File: config.mk
export PLATFORM = sky130hd
export DESIGN_NAME = matrix_multiply
export DESIGN_NICKNAME = d
export VERILOG_FILES = /design/src/hw/rtl/mm_pkg.sv /design/src/hw/rtl/mm_ram.sv /design/src/hw/rtl/mm_datapath.sv /design/src/hw/rtl/mm_ctrl.sv /design/src/hw/rtl/matrix_multiply.sv
export VERILOG_INCLUDE_DIRS = /design/src /design/src/hw/rtl
export SDC_FILE = /design/constraint.sdc
export NUM_CORES = 2
export LEC_CHECK = 0
export BUFFER_PORTS_ARGS = -buffer_cell sky130_fd_sc_hd__buf_2
export CAP_MARGIN = 30
export CORE_MARGIN = 3
export CORE_UTILIZATION = 35
export DETAILED_ROUTE_END_ITERATION = 16
export GPL_TIMING_DRIVEN = 0
export PLACE_DENSITY = 0.48
export SYNTH_ARGS = -nofsm -noshare
export SYNTH_HDL_FRONTEND = slang
export SYNTH_SLANG_ARGS = --single-unit
File: constraint.sdc
create_clock -name clk_i -period 6.85 [get_ports clk_i]
set_clock_uncertainty 0.1 [all_clocks]
set_input_delay 0 -clock clk_i [delete_from_list [all_inputs] [get_ports clk_i]]
set_output_delay 0 -clock clk_i [all_outputs]
set_load 0.01 [all_outputs]
File: src/hw/rtl/matrix_multiply_defines.svh
// Assertion macros for the matrix multiply block.
`ifndef MATRIX_MULTIPLY_DEFINES_SVH
`define MATRIX_MULTIPLY_DEFINES_SVH

`ifndef SYNTH

// Property checked on every clock edge outside reset.
`define MM_ASSERT(label, prop, msg) \
  label: assert property (@(posedge clk_i) disable iff (!rst_ni) (prop)) else $error(msg);

// Condition that must never hold outside reset.
`define MM_ASSERT_NEVER(label, cond, msg) \
  label: assert property (@(posedge clk_i) disable iff (!rst_ni) !(cond)) else $error(msg);

`else

`define MM_ASSERT(label, prop, msg)
`define MM_ASSERT_NEVER(label, cond, msg)

`endif

`endif

File: src/hw/rtl/mm_pkg.sv
// Shared constants, types and helper functions of the matrix multiply block.
package mm_pkg;

  localparam int MAX_DIM   = 8;
  localparam int DIM_CAP   = (MAX_DIM < 8) ? MAX_DIM : 8;
  localparam int DEPTH     = MAX_DIM * MAX_DIM;
  localparam int ADDR_W    = (DEPTH > 1) ? $clog2(DEPTH) : 1;
  localparam int IDX_W     = 3;
  localparam int CFG_W     = 4;
  localparam int CFG_IDX_W = 2;
  localparam int REQ_W     = 2;
  localparam int ELEM_W    = 16;
  localparam int PROD_W    = 2 * ELEM_W;
  localparam int VALUE_W   = 35;

  // Request codes
  localparam logic [REQ_W-1:0] REQ_LOAD_A  = 2'd0;
  localparam logic [REQ_W-1:0] REQ_LOAD_B  = 2'd1;
  localparam logic [REQ_W-1:0] REQ_COMPUTE = 2'd2;

  // Configuration register indexes
  localparam logic [CFG_IDX_W-1:0] CFG_A_ROWS    = 2'd0;
  localparam logic [CFG_IDX_W-1:0] CFG_INNER_DIM = 2'd1;
  localparam logic [CFG_IDX_W-1:0] CFG_B_COLS    = 2'd2;

  // Tag that travels with one multiply-accumulate through the datapath
  typedef struct packed {
    logic             valid;
    logic             first;      // clear the accumulator
    logic             last;       // final term of the dot product
    logic             elem_last;  // final element of the product
    logic [IDX_W-1:0] row;
    logic [IDX_W-1:0] col;
  } mm_tag_t;

  // MAC command from controller to datapath
  typedef struct packed {
    mm_tag_t           tag;
    logic [ADDR_W-1:0] a_addr;
    logic [ADDR_W-1:0] b_addr;
  } mm_cmd_t;

  // Store write command
  typedef struct packed {
    logic              a_we;
    logic              b_we;
    logic [ADDR_W-1:0] addr;
    logic [ELEM_W-1:0] data;
  } mm_wr_t;

  // Datapath status
  typedef struct packed {
    logic pipe_busy;
  } mm_stat_t;

  // Store address of an element
  function automatic logic [ADDR_W-1:0] addr_of(input logic [IDX_W-1:0] row,
                                                input logic [IDX_W-1:0] col);
    return ADDR_W'(32'(row) * MAX_DIM + 32'(col));
  endfunction

  // Last usable index for a dimension register: zero acts as one, large values clamp
  function automatic logic [IDX_W-1:0] dim_last(input logic [CFG_W-1:0] d);
    logic [IDX_W-1:0] r;
    if (d == '0) begin
      r = '0;
    end else if (32'(d) > DIM_CAP) begin
      r = IDX_W'(DIM_CAP - 1);
    end else begin
      r = IDX_W'(d - CFG_W'(1));
    end
    return r;
  endfunction

endpackage

File: src/hw/rtl/mm_ram.sv
// Generic single-write, single-read RAM with registered read data.
module mm_ram #(
  parameter int WIDTH = 16,
  parameter int DEPTH = 64
) (
  input  logic                     clk_i,
  input  logic                     we_i,
  input  logic [$clog2(DEPTH)-1:0] waddr_i,
  input  logic [WIDTH-1:0]         wdata_i,
  input  logic                     re_i,
  input  logic [$clog2(DEPTH)-1:0] raddr_i,
  output logic [WIDTH-1:0]         rdata_o
);

  logic [WIDTH-1:0] mem_q [DEPTH];
  logic [WIDTH-1:0] rdata_q;

  // Write port
  always_ff @(posedge clk_i) begin
    if (we_i) begin
      mem_q[waddr_i] <= wdata_i;
    end
  end

  // Registered read port
  always_ff @(posedge clk_i) begin
    if (re_i) begin
      rdata_q <= mem_q[raddr_i];
    end
  end

  assign rdata_o = rdata_q;

endmodule

File: src/hw/rtl/mm_datapath.sv
// Datapath: A and B stores, multiplier and accumulator, result registers.
module mm_datapath (
  input  logic                                 clk_i,
  input  logic                                 rst_ni,
  input  mm_pkg::mm_cmd_t                      cmd_i,
  input  mm_pkg::mm_wr_t                       wr_i,
  output mm_pkg::mm_stat_t                     stat_o,
  output logic                                 out_valid_o,
  output logic [mm_pkg::IDX_W-1:0]             out_row_o,
  output logic [mm_pkg::IDX_W-1:0]             out_col_o,
  output logic signed [mm_pkg::VALUE_W-1:0]    out_value_o,
  output logic                                 out_last_o
);

  logic [mm_pkg::ELEM_W-1:0]         a_rdata;
  logic [mm_pkg::ELEM_W-1:0]         b_rdata;
  mm_pkg::mm_tag_t                   tag1_q;
  mm_pkg::mm_tag_t                   tag2_q;
  logic signed [mm_pkg::PROD_W-1:0]  prod_q;
  logic signed [mm_pkg::VALUE_W-1:0] acc_q;
  logic signed [mm_pkg::VALUE_W-1:0] acc_d;
  logic                              out_valid_q;
  logic [mm_pkg::IDX_W-1:0]          out_row_q;
  logic [mm_pkg::IDX_W-1:0]          out_col_q;
  logic signed [mm_pkg::VALUE_W-1:0] out_value_q;
  logic                              out_last_q;

  // Element stores
  mm_ram #(.WIDTH(mm_pkg::ELEM_W), .DEPTH(mm_pkg::DEPTH)) u_a_store (
    .clk_i  (clk_i),
    .we_i   (wr_i.a_we),
    .waddr_i(wr_i.addr),
    .wdata_i(wr_i.data),
    .re_i   (cmd_i.tag.valid),
    .raddr_i(cmd_i.a_addr),
    .rdata_o(a_rdata)
  );

  mm_ram #(.WIDTH(mm_pkg::ELEM_W), .DEPTH(mm_pkg::DEPTH)) u_b_store (
    .clk_i  (clk_i),
    .we_i   (wr_i.b_we),
    .waddr_i(wr_i.addr),
    .wdata_i(wr_i.data),
    .re_i   (cmd_i.tag.valid),
    .raddr_i(cmd_i.b_addr),
    .rdata_o(b_rdata)
  );

  // Running sum: restart on the first term of each dot product
  assign acc_d = (tag2_q.first ? '0 : acc_q) + mm_pkg::VALUE_W'(prod_q);

  // Tag pipeline and valid bits
  always_ff @(posedge clk_i or negedge rst_ni) begin
    if (!rst_ni) begin
      tag1_q      <= '0;
      tag2_q      <= '0;
      out_valid_q <= 1'b0;
    end else begin
      tag1_q      <= cmd_i.tag;
      tag2_q      <= tag1_q;
      out_valid_q <= tag2_q.valid && tag2_q.last;
    end
  end

  // Multiply, accumulate and result payload
  always_ff @(posedge clk_i) begin
    if (tag1_q.valid) begin
      prod_q <= $signed(a_rdata) * $signed(b_rdata);
    end
    if (tag2_q.valid) begin
      acc_q <= acc_d;
    end
    if (tag2_q.valid && tag2_q.last) begin
      out_value_q <= acc_d;
      out_row_q   <= tag2_q.row;
      out_col_q   <= tag2_q.col;
      out_last_q  <= tag2_q.elem_last;
    end
  end

  assign stat_o.pipe_busy = tag1_q.valid || tag2_q.valid || out_valid_q;

  assign out_valid_o = out_valid_q;
  assign out_row_o   = out_row_q;
  assign out_col_o   = out_col_q;
  assign out_value_o = out_value_q;
  assign out_last_o  = out_last_q;

endmodule

File: src/hw/rtl/mm_ctrl.sv
// Controller: request decode, configuration registers and the MAC sequencer.
module mm_ctrl (
  input  logic                             clk_i,
  input  logic                             rst_ni,
  input  logic                             start_i,
  output logic                             busy_o,
  input  logic [mm_pkg::REQ_W-1:0]         req_type_i,
  input  logic [mm_pkg::IDX_W-1:0]         row_index_i,
  input  logic [mm_pkg::IDX_W-1:0]         col_index_i,
  input  logic signed [mm_pkg::ELEM_W-1:0] element_value_i,
  input  logic                             cfg_valid_i,
  output logic                             cfg_ready_o,
  input  logic [mm_pkg::CFG_IDX_W-1:0]     cfg_index_i,
  input  logic [mm_pkg::CFG_W-1:0]         cfg_data_i,
  output mm_pkg::mm_cmd_t                  cmd_o,
  output mm_pkg::mm_wr_t                   wr_o,
  input  mm_pkg::mm_stat_t                 stat_i
);

  typedef enum logic [1:0] {
    ST_IDLE,
    ST_RUN,
    ST_DRAIN
  } state_e;

  state_e                   state_q;
  logic [mm_pkg::IDX_W-1:0] nr_last_q;
  logic [mm_pkg::IDX_W-1:0] nk_last_q;
  logic [mm_pkg::IDX_W-1:0] nc_last_q;
  logic [mm_pkg::IDX_W-1:0] i_q;
  logic [mm_pkg::IDX_W-1:0] j_q;
  logic [mm_pkg::IDX_W-1:0] t_q;
  mm_pkg::mm_cmd_t          cmd_q;
  mm_pkg::mm_wr_t           wr_q;
  mm_pkg::mm_cmd_t          issue;
  logic                     load_ok;

  // Loads outside the usable dimension are dropped
  assign load_ok = (32'(row_index_i) < mm_pkg::DIM_CAP) &&
                   (32'(col_index_i) < mm_pkg::DIM_CAP);

  // Next MAC: A[i][t] * B[t][j]
  always_comb begin
    issue.tag.valid     = 1'b1;
    issue.tag.first     = (t_q == '0);
    issue.tag.last      = (t_q == nk_last_q);
    issue.tag.elem_last = (t_q == nk_last_q) && (j_q == nc_last_q) && (i_q == nr_last_q);
    issue.tag.row       = i_q;
    issue.tag.col       = j_q;
    issue.a_addr        = mm_pkg::addr_of(i_q, t_q);
    issue.b_addr        = mm_pkg::addr_of(t_q, j_q);
  end

  // State, counters, configuration and registered commands
  always_ff @(posedge clk_i or negedge rst_ni) begin
    if (!rst_ni) begin
      state_q   <= ST_IDLE;
      nr_last_q <= '0;
      nk_last_q <= '0;
      nc_last_q <= '0;
      i_q       <= '0;
      j_q       <= '0;
      t_q       <= '0;
      cmd_q     <= '0;
      wr_q      <= '0;
    end else begin
      wr_q.a_we       <= 1'b0;
      wr_q.b_we       <= 1'b0;
      cmd_q.tag.valid <= 1'b0;

      // Configuration writes, unknown indexes ignored
      if (cfg_valid_i && cfg_ready_o) begin
        unique case (cfg_index_i)
          mm_pkg::CFG_A_ROWS:    nr_last_q <= mm_pkg::dim_last(cfg_data_i);
          mm_pkg::CFG_INNER_DIM: nk_last_q <= mm_pkg::dim_last(cfg_data_i);
          mm_pkg::CFG_B_COLS:    nc_last_q <= mm_pkg::dim_last(cfg_data_i);
          default: ;
        endcase
      end

      unique case (state_q)
        ST_IDLE: begin
          if (start_i) begin
            unique case (req_type_i)
              mm_pkg::REQ_LOAD_A: begin
                wr_q.a_we <= load_ok;
                wr_q.addr <= mm_pkg::addr_of(row_index_i, col_index_i);
                wr_q.data <= element_value_i;
              end
              mm_pkg::REQ_LOAD_B: begin
                wr_q.b_we <= load_ok;
                wr_q.addr <= mm_pkg::addr_of(row_index_i, col_index_i);
                wr_q.data <= element_value_i;
              end
              mm_pkg::REQ_COMPUTE: begin
                i_q     <= '0;
                j_q     <= '0;
                t_q     <= '0;
                state_q <= ST_RUN;
              end
              default: ;
            endcase
          end
        end
        ST_RUN: begin
          cmd_q <= issue;
          if (t_q != nk_last_q) begin
            t_q <= t_q + 1'b1;
          end else begin
            t_q <= '0;
            if (j_q != nc_last_q) begin
              j_q <= j_q + 1'b1;
            end else begin
              j_q <= '0;
              i_q <= i_q + 1'b1;
            end
          end
          if (issue.tag.elem_last) begin
            state_q <= ST_DRAIN;
          end
        end
        ST_DRAIN: begin
          if (!cmd_q.tag.valid && !stat_i.pipe_busy) begin
            state_q <= ST_IDLE;
          end
        end
        default: state_q <= ST_IDLE;
      endcase
    end
  end

  assign busy_o      = (state_q != ST_IDLE);
  assign cfg_ready_o = (state_q == ST_IDLE);
  assign cmd_o       = cmd_q;
  assign wr_o        = wr_q;

endmodule

File: src/hw/rtl/matrix_multiply.sv
// Load item: busy stays low. Compute item: busy until the last result has left the datapath.
// A result strobes after its last term passes the command, store read, product and
// result registers; one shared 16x16 multiplier and one A and one B store read per cycle serve it.
// Results are strobed for one cycle each; the receiver cannot stall.
// Reset clears the sequencer and sets all dimensions to 1; stores are not cleared.
`include "matrix_multiply_defines.svh"

module matrix_multiply (
  input  logic                              clk_i,
  input  logic                              rst_ni,
  input  logic                              start,
  output logic                              busy,
  input  logic [mm_pkg::REQ_W-1:0]          req_type_i,
  input  logic [mm_pkg::IDX_W-1:0]          row_index_i,
  input  logic [mm_pkg::IDX_W-1:0]          col_index_i,
  input  logic signed [mm_pkg::ELEM_W-1:0]  element_value_i,
  input  logic                              cfg_valid_i,
  output logic                              cfg_ready_o,
  input  logic [mm_pkg::CFG_IDX_W-1:0]      cfg_index_i,
  input  logic [mm_pkg::CFG_W-1:0]          cfg_data_i,
  output logic                              out_valid_o,
  output logic [mm_pkg::IDX_W-1:0]          out_row_o,
  output logic [mm_pkg::IDX_W-1:0]          out_col_o,
  output logic signed [mm_pkg::VALUE_W-1:0] out_value_o,
  output logic                              out_last_o
);

  mm_pkg::mm_cmd_t  cmd;
  mm_pkg::mm_wr_t   wr;
  mm_pkg::mm_stat_t stat;

  // Sequencer
  mm_ctrl u_ctrl (
    .clk_i          (clk_i),
    .rst_ni         (rst_ni),
    .start_i        (start),
    .busy_o         (busy),
    .req_type_i     (req_type_i),
    .row_index_i    (row_index_i),
    .col_index_i    (col_index_i),
    .element_value_i(element_value_i),
    .cfg_valid_i    (cfg_valid_i),
    .cfg_ready_o    (cfg_ready_o),
    .cfg_index_i    (cfg_index_i),
    .cfg_data_i     (cfg_data_i),
    .cmd_o          (cmd),
    .wr_o           (wr),
    .stat_i         (stat)
  );

  // Stores and MAC
  mm_datapath u_datapath (
    .clk_i      (clk_i),
    .rst_ni     (rst_ni),
    .cmd_i      (cmd),
    .wr_i       (wr),
    .stat_o     (stat),
    .out_valid_o(out_valid_o),
    .out_row_o  (out_row_o),
    .out_col_o  (out_col_o),
    .out_value_o(out_value_o),
    .out_last_o (out_last_o)
  );

  // Results only appear while a compute request is in progress
  `MM_ASSERT(a_strobe_busy, out_valid_o |-> busy, "result strobe while idle")
  // Nothing follows the final element of a product
  `MM_ASSERT(a_last_alone, (out_valid_o && out_last_o) |=> !out_valid_o, "result after last")
  // An accepted compute request always starts the sequencer
  `MM_ASSERT(a_compute_starts,
             (start && !busy && req_type_i == mm_pkg::REQ_COMPUTE) |=> busy,
             "compute request not started")
  // Store writes only come from requests taken while idle
  `MM_ASSERT_NEVER(a_write_in_run, (wr.a_we || wr.b_we) && cmd.tag.valid,
                   "store write during MAC sequence")

endmodule
==> metrics.md <==
| Metric | Value |
|---|---|
| Status | `finished clean` |
| Setup ws final | `~0.23 ns` |
| CP top delay family | `adder cells` |
| Clk_lat worst skew | `about 0.90 ns` |
| Top-count cell post-synth | `edfxtp_1` |
| Clk slew on worst S/H paths | `0.06 ns` |
| Setup TNS | `0 ns` |
| Syn_nets | `between 5k and 6k` |
| GRT overflow | `0` |
| Area growth, synth to finish | `18.5%` |
| Fmax | `about 0.15 GHz` |
| Final hold viol count | `0` |
| Via density | `5.11` |
| Worst R2R Start | `u_datapath.u_a_store.rdata_o[7]` |
| Critical path, cell by cell | `buf_4 -> and2_1 -> fa_1 -> inv_1 -> fa_1 -> fa_1 -> fa_1 -> inv_1 -> fa_1 -> inv_1 -> fa_1 -> inv_1 -> ha_4 -> nand4_1 -> a211oi_4 -> nor3_4 -> o211ai_1 -> a41oi_2 -> a21oi_2 -> nor4b_2 -> a211o_1` |
| Final net count | `about 5.8k` |
| Sink Count | `between 2k and 2.5k` |
| Place WS | `-0.759 ns` |
| Synth unique cells | `63` |
| Routed Antenna Nets | `0` |
| Cell mode on critical path | `fa_1` |
| Worst-margin pin slew | `1.01 ns` |
| HP Class | `input pin to async pin` |
| Most used DFF post-synth | `edfxtp_1` |
| Placer congestion estimate | `around 0.82` |
| Final worst path period share | `between 90% and 100%` |
| Reg2reg end | `u_datapath.prod_q[30]` |
| Relative slew slack | `between 30% and 40%` |
| Drt pass-1 iters | `5` |
| Hpwl dp | `~180 mm` |
| CP Capture Type | `register` |
| Fin area | `approximately 110000 µm²` |
| CP Max Fanout | `6` |
| Critical path arrival | `7.13 ns` |
| Maxcap violations | `0` |
| Cell Rows | `~190` |
| Worst R2R Setup Slack | `approximately 0.23 ns` |
| Fin util | `between 40% and 50%` |
| CTS Buffer Depth | `4` |
| Placed Area | `about 110000 µm²` |
| Total track usage | `18.4%` |
| Layout cell share with drive strength beyond 1 | `28.9%` |
| Die W | `approximately 530 µm` |
| Post-Syn Instances | `approximately 4.8k` |
| Vias in the first global route | `49.7k` |
| Min cycle time layout | `6.62 ns` |
| Worst Path Class, Setup | `register to register` |
| Syn. warnings | `0` |
| CTS buffer count | `~240` |
| Pins Over Slew Limit | `0` |
| Drt drc | `0` |
| Iter 0 DRT Violations | `4497` |
| CP peak stage delay | `between 0.5 and 0.6 ns` |
| Initial antenna violation count | `28` |
| Detailed-route wire length | `262 mm` |
| Yosys reg bits | `approximately 2.3k` |
| Post-synthesis sequential area ratio | `69.8%` |
| Die height | `between 500 and 600 µm` |
| CTS root buffer | `clkbuf_16` |
| Crit start category | `register` |
| Post-DR wirelength/cell | `~28 µm` |
| Setup violators final | `0` |
| Crit-path slowest cell | `fa_1` |
| Routed vias | `between 40k and 50k` |
| CP required | `approximately 7.4 ns` |
| I/O Buffers | `slightly below 80` |
| CTS tree | `built` |
| Synth Cell Area | `97000 µm²` |
| Boundary pin count | `just under 80` |
| Worst Path Buf+Inv | `5` |
| Syn Area/Cell | `roughly 20 µm²` |
| Dominant cell type by area after synthesis | `edfxtp_1` |
| First-pass GRT wire length | `375 mm` |
| Synth area leaders | `edfxtp_1 (68%), mux4_2 (16%), fa_1 (5.4%)` |
| Synth top cells by count | `edfxtp_1 (2189), mux4_2 (672), inv_1 (327), fa_1 (263), nand2_1 (215)` |
| Worst-case reg-to-reg path depth | `21` |
| Starting Density | `roughly a third` |
| Die ar. | `283000 µm²` |
| Top-area cell type share of the netlist area | `between 60% and 70%` |
| CTS H-tree depth | `4` |
| Area of the core | `275000 µm²` |
| Largest net degree at the start of global routing | `82` |
| Post-synth EDFFs | `2189` |
| Synth async-reset ratio | `under 10%` |
## timing repair
action                                  in CTS  in global routing
buffers inserted                            10                 33
pin swaps                                    2                  7
endpoints found under the hold margin      121                  0
resized for setup                           37                 42
endpoints found under the setup margin      13                  7
hold buffers                                70                  0
## worst max path at each step
stage | startpoint | end | slack, ns | cells past startpoint
after floorplan | u_datapath.u_a_store.rdata_o[15] | u_datapath.prod_q[31] | 0.56 | 20
final | u_datapath.u_a_store.rdata_o[7] | u_datapath.prod_q[30] | 0.23 | 21
after detailed placement | u_datapath.u_a_store.rdata_o[10] | u_datapath.prod_q[30] | -0.76 | 19
after global routing | u_datapath.u_b_store.rdata_o[4] | u_datapath.prod_q[30] | -0.04 | 21
after CTS | u_datapath.u_b_store.rdata_o[1] | u_datapath.prod_q[30] | 0.03 | 23
after global placement | u_datapath.u_b_store.rdata_o[2] | u_datapath.prod_q[31] | -0.85 | 20
## layer usage
metal / vias to the layer above / GRT usage (%) / share of wire [%] / routed length, µm
li1: 20233 / - / - / -
met1: 25773 / 25.9 / 43 / 114000
met2: 1318 / 30.2 / 49 / 127000
met3: 306 / 3.04 / 5.9 / 15400
met4: 4 / 4.12 / 2.1 / 5630
met5: - / 0 / 0.0080 / 21
## flip-flops by register name (all words and copies together), names as in the netlist, 16 cells and up
name and count:
u_datapath.u_a_store.mem_q 1024, u_datapath.out_value_o 35, u_datapath.u_b_store.mem_q 1024, u_datapath.u_a_store.rdata_o 16, u_datapath.prod_q 32, u_datapath.u_b_store.rdata_o 16
u_ctrl.wr_o 24, u_datapath.acc_q 35
## cells by family after synthesis
| logic type | after synthesis | synth area share (%) |
|---|---|---|
| and+or+nand+nor | 646 | 3.14 |
| AOI/OAI and AO/OA | 192 | 1.28 |
| xor gates and xnor gates | 73 | 0.659 |
| adders and majority gates | 384 | 6.99 |
| muxes | 700 | 15.9 |
| buffers and inverters | 535 | 2.18 |
| DFF | 2267 | 69.8 |
## stage by stage
step           hold slack (ns)  instances
2_1_floorplan           -0.396       4797
3_3_place_gp            0.0934       8561
3_5_place_dp            -0.247       8753
4_1_cts                 0.0445       9279
5_1_grt                 0.0988       9319
6_report                0.0994       9329
## final cells by class
| class | count | area (µm²) |
|---|---|---|
| plain buffers | 205 | 947 |
| inverters | 327 | 1230 |
| multi-input cells | 1995 | 27600 |
| repair buffers | 388 | 4870 |
| clock buffers | 313 | 6450 |
| diodes | 13 | 32.5 |
| flip-flops and latches | 2267 | 67700 |
| fillers | 24094 | 160000 |
| well taps | 3686 | 4610 |
| clock inverters | 135 | 1380 |
## tightest hold or removal path, delay by kind of cell
family	cells	cell delay, ns
buffers and inverters	3	1.50
## cells in the final DEF, fill, tap and decap left out, types with 16 or more instances in the layout
| cell | instances |
|---|---|
| buf_1 | 32 |
| nor2b_1 | 38 |
| xnor2_1 | 57 |
| mux4_2 | 672 |
| clkinv_2 | 42 |
| clkbuf_2 | 16 |
| xor2_1 | 16 |
| buf_16 | 40 |
| clkbuf_1 | 145 |
| dfrtp_4 | 16 |
| a21o_1 | 33 |
| nor2_1 | 54 |
| mux2_2 | 28 |
| dlygate4sd3_1 | 70 |
| clkinv_1 | 48 |
| nand2_1 | 214 |
| inv_1 | 326 |
| o21ai_0 | 38 |
| dfrtp_1 | 60 |
| buf_8 | 146 |
| and2_1 | 122 |
| bufinv_16 | 22 |
| buf_2 | 132 |
| ha_1 | 118 |
| buf_4 | 49 |
| nor2_2 | 130 |
| a21oi_1 | 55 |
| nand3_1 | 17 |
| edfxtp_1 | 2189 |
| fa_1 | 262 |
| clkbuf_16 | 245 |
Power is not shown: default switching activity piles up to over one toggle a cycle in this logic, so the estimate is an artifact.
